`src/rtl/core/igp_mod_reduce.sv`:
```
// ----------------------------------------------------------------------------
// igp_mod_reduce
// Three-stage pipelined reduction of an unsigned value modulo DEPTH,
// by reciprocal multiply, quotient back-multiply and a final correction.
// ----------------------------------------------------------------------------
module igp_mod_reduce #(
   parameter int DEPTH = 16384,
   parameter int IN_W  = 28
) (
   input  logic                      clock,
   input  logic [IN_W-1:0]           x_in,
   output logic [$clog2(DEPTH)-1:0]  rem
);

   localparam int ADDR_W = $clog2(DEPTH);
   localparam int SHIFT  = IN_W + ADDR_W;
   localparam int PROD_W = 2 * IN_W + 1;
   localparam logic [63:0] RECIP_WIDE =
      ((64'd1 << SHIFT) + 64'(DEPTH) - 64'd1) / 64'(DEPTH);
   localparam logic [IN_W:0]   RECIP   = RECIP_WIDE[IN_W:0];
   localparam logic [IN_W-1:0] DEPTH_V = IN_W'(DEPTH);

   logic [IN_W-1:0]   x1_ff;
   logic [PROD_W-1:0] prod1_ff;
   logic [IN_W-1:0]   x2_ff;
   logic [IN_W-1:0]   qd2_ff;
   logic [ADDR_W-1:0] rem_ff;

   logic [IN_W-1:0]   quot;
   logic [IN_W-1:0]   diff;
   logic [IN_W-1:0]   fixed;

   always_comb begin
      quot  = IN_W'(prod1_ff >> SHIFT);
      diff  = x2_ff - qd2_ff;
      fixed = (diff >= DEPTH_V) ? (diff - DEPTH_V) : diff;
   end

   always_ff @(posedge clock) begin
      x1_ff    <= x_in;
      prod1_ff <= PROD_W'(x_in) * PROD_W'(RECIP);
      x2_ff    <= x1_ff;
      qd2_ff   <= IN_W'(quot * DEPTH_V);
      rem_ff   <= fixed[ADDR_W-1:0];
   end

   assign rem = rem_ff;

endmodule

```
`config.mk`:
```
export PLATFORM = sky130hd
export DESIGN_NAME = igp_mod_reduce
export DESIGN_NICKNAME = d
export VERILOG_FILES = /design/src/rtl/core/igp_mod_reduce.sv
export SDC_FILE = /design/constraint.sdc
export NUM_CORES = 1
export LEC_CHECK = 0
export BUFFER_PORTS_ARGS = -buffer_cell sky130_fd_sc_hd__buf_2
export CORE_ASPECT_RATIO = 1.5
export CORE_UTILIZATION = 37
export CTS_CLUSTER_SIZE = 14
export DETAILED_ROUTE_END_ITERATION = 8
export GPL_TIMING_DRIVEN = 0
export PLACE_DENSITY = 0.7
export SLEW_MARGIN = 20
export SYNTH_ARGS = -nofsm -noshare
export SYNTH_HDL_FRONTEND = slang
export SYNTH_SLANG_ARGS = --single-unit
```
`constraint.sdc`:
```
create_clock -name clock -period 0.8 [get_ports clock]
set_input_delay 0.2 -clock clock [delete_from_list [all_inputs] [get_ports clock]]
set_output_delay 0.2 -clock clock [all_outputs]
set_load 0.03 [all_outputs]
```
Word-level counts from Yosys, hierarchy flattened
Index checks and enable logic that the tools add are counted.
{"block": "classes", "muxes": 1, "add_sub_neg": 2, "order_cmp": 1}
{"cell": "28-bit by 15-bit >= comparator with 1-bit output (second input constant)", "count": 1}
{"cell": "28-bit subtractor", "count": 1}
{"cell": "14-bit 2-to-1 mux", "count": 1}
{"cell": "14-bit by 1-bit subtractor with 14-bit output (second input constant)", "count": 1}
{"block": "totals", "register_bits": 84, "word_cells": 8}

Depth between registers and ports, before layout
{"block": "depth", "word_depth": 3, "ltp_mapped": 0, "ltp_nobuf": 0}

Worst setup path before layout
Ideal clock, no wire load.
{"block": "synth_timing", "kind": "register to output", "from": "register rem_ff[0], in the netlist rem[0]", "to": "output port rem[0]", "arrival_ns": 0.459, "stages_incl_launch_ff": 1, "required_time_ns": 0.600, "n_path_buf": 0, "setup_slack_ns": 0.141, "path_cell_list": "dfxtp_1"}
{"element": "from (decl)", "line": "27", "rtl": "logic [ADDR_W-1:0] rem_ff;"}
{"element": "from (signal assigned)", "line": "44", "rtl": "rem_ff <= fixed[ADDR_W-1:0];"}
{"element": "to (decl)", "line": "12", "rtl": "output logic [$clog2(DEPTH)-1:0] rem"}
No word-level cell between the ends.

Final worst setup path
{"block": "layout_timing", "from": "register rem_ff[4], in the netlist rem[4]", "to": "output port rem[4]"}
No word-level cell between the ends.

==> out/results.tsv <==
metric	value	unit
status	finished, violations left	
violated checks	negative setup slack	
WP buf/inv	1	
Non-Filler Instances	113	
VDD IR max	1.32	mV
TritonCTS clock tree	done	
kind of critical path	reg2out	
cts bufs inserted	5	
Final Slew Violations	0	
max cap viols	0	
worst setup path startpoint	rem[4]	
die area	0.00247	sq mm
Top FF cell, synth	dfxtp_1	
critical path depth	1	
Overflow after GRT	0	
# DRC	0	
Core ar.	0.00208	sq mm
period utilization	1.24	
distinct cell type count after synthesis	1	
initial DRC count	7	
ys async rst share	0	
I/O Pins	43	
Worst-Skew Late Latency	0.33	ns
Worst EP required	0.60	ns
antenna violations before repair	0	
CP peak stage delay	0.34	ns
Synth Cell Area	841	sq um
fin crit period	0.989	ns
CP max-delay cell	dfxtp_2	
dpl cell area	0.00101	sq mm
vias per cell	3.96	
WP data arrival	0.79	ns
P per Cell Area	2590	mW/mm^2
Worst R2R End	rem[5]	
H-tree Lvls	2	
CP startpoint kind	register	
critical-path cell list	buf_6	
leakage power	0.578	nW
Int Power	0.00268	W
family with the most delay on the worst path	flip-flops	
top cell type's share of synthesized area	1.00	
Reg clk slew, reported paths	0.10	ns
final number of hold-violating endpoints	0	
top cells by area, synth	dfxtp_1 (100%)	
worst hold path class	reg2reg	
antenna diode count	0	
post-route setup slack	-0.189	ns
final instance area	0.00130	sq mm
Least-Margin Pin Slew	0.0995	ns
Worst Path Max Fanout	1	
global-route usage over all layers	0.116	
relative slew slack	0.934	
EDFF count, synth	0	
Sequential Power Share	0.667	
syn_area_per_cell	20.0	sq um
Placed Cells	92	
metal2 WL	568	um
vias post-DR	448	
Fillers	165	
Post-DRT Antenna Nets	0	
wl on met1	372	um
Clk pwr share	0.262	
multi-input logic area	0	sq um
routed wl met3	83	um
Sw Ratio	0.204	
nets@finish	120	
Yosys reg bits	42	
pin count of the biggest net entering global routing	12	
Hold Startpoint	x2_ff[7]	
initial core utilization	0.405	
std cell rows	20	
top cells by count, synth	dfxtp_1 (42)	
routed len/inst	9.35	um
critical path endpoint	rem[4]	
top sig layer	met4	
Die Y	60.4	um
Comb power frac	0.071	
CTS Sinks	42	
Sw Pwr	0.000684	W
reg-to-reg critical path startpoint	x2_ff[5]	
Setup crit end kind	primary output	
Root Driver	clkbuf_4	
RePlAce Congestion	0.520	
RSZ-0062 raised after global routing	yes	
Max Freq	1010	MHz
post-layout power	0.00336	W
area grow syn2layout	54.5	%
1st-pass router iterations	2	
R2R depth	0	
Final Setup Violations	14	
count of multi-input gates	0	
Mapped Cells	42	
share of cells above drive strength 1	0.516	
Syn Nets	71	
Hold WS	0.331	ns
WL final	1.06	mm
Seq/Total Area, Yosys	1.00	
number of global-route vias before repair	404	
area leader, netlist	dfxtp_1	
Ys Warns	0	
Port Buffers	28	
most frequent cell after synthesis	dfxtp_1	
global-route wire length before repair	1.58	mm
Final Skew	0.00127	ns
Max clock buf depth	2	
setup slack, reg-to-reg	0.38	ns
chip width	40.9	um
[registers in the layout (all words and copies together), names as in the netlist]
signal  cells
rem        14
x1_ff      14
x2_ff      14
[per-layer routing]
layer  track usage  up-vias
li1              -      223
met1        0.0913      203
met2         0.154       20
met3        0.0989        2
met4         0.129        0
met5             0        -
[cell usage in the layout (no fill, tap or decap), drive strengths merged]
cell and instances:
buf 28, dlygate4sd3 14, clkbuf 7, dfxtp 42
[layout make-up]
class                 count  area, sq um  share of cell area
timing repair buffer     42          368               0.283
tap                      22         27.5              0.0212
clock buffer              7         45.0              0.0347
sequential               42          858               0.661
[cell families after synthesis]
logic type | count (synthesis) | synth area share
flops | 42 | 1.00
[through the flow]
step,setup slack [ns],TNS (ns),utilization
after floorplan,0.141,0,-
after global placement,0.134,0,0.486
after detailed placement,0.110,0,0.486
after CTS,-0.217,-2.90,0.625
after global routing,-0.244,-3.26,0.625
final,-0.189,-2.55,0.625
[how the worst min path moves through the flow]
stage / slack (ns) / cells after the start / end
6_report: 0.33 / 0 / rem[7]
5_1_grt: 0.34 / 0 / rem[1]
2_1_floorplan: 0.23 / 0 / x1_ff[0]
3_5_place_dp: 0.30 / 1 / x1_ff[3]
4_1_cts: 0.32 / 0 / rem[7]
3_3_place_gp: 0.30 / 1 / x1_ff[6]
[power by group through the flow]
| stage | logic (W) | clock network [W] | registers [W] |
|---|---|---|---|
| after floorplan | 0 | 0 | 0.00235 |
| after global placement | 0.000142 | 0 | 0.00227 |
| after detailed placement | 0.000144 | 0 | 0.00228 |
| after CTS | 0.000239 | 0.000936 | 0.00224 |
| after global routing | 0.000253 | 0.00102 | 0.00225 |
| final | 0.000238 | 0.000882 | 0.00224 |
[timing repair]
item	in CTS	in global routing
endpoints found under the hold margin	14	0
hold buffers	14	0
buffers inserted	0	0
setup endpoints to repair	14	14
resized for setup	42	0
No activity file was read; power rests on OpenSTA's default activity.
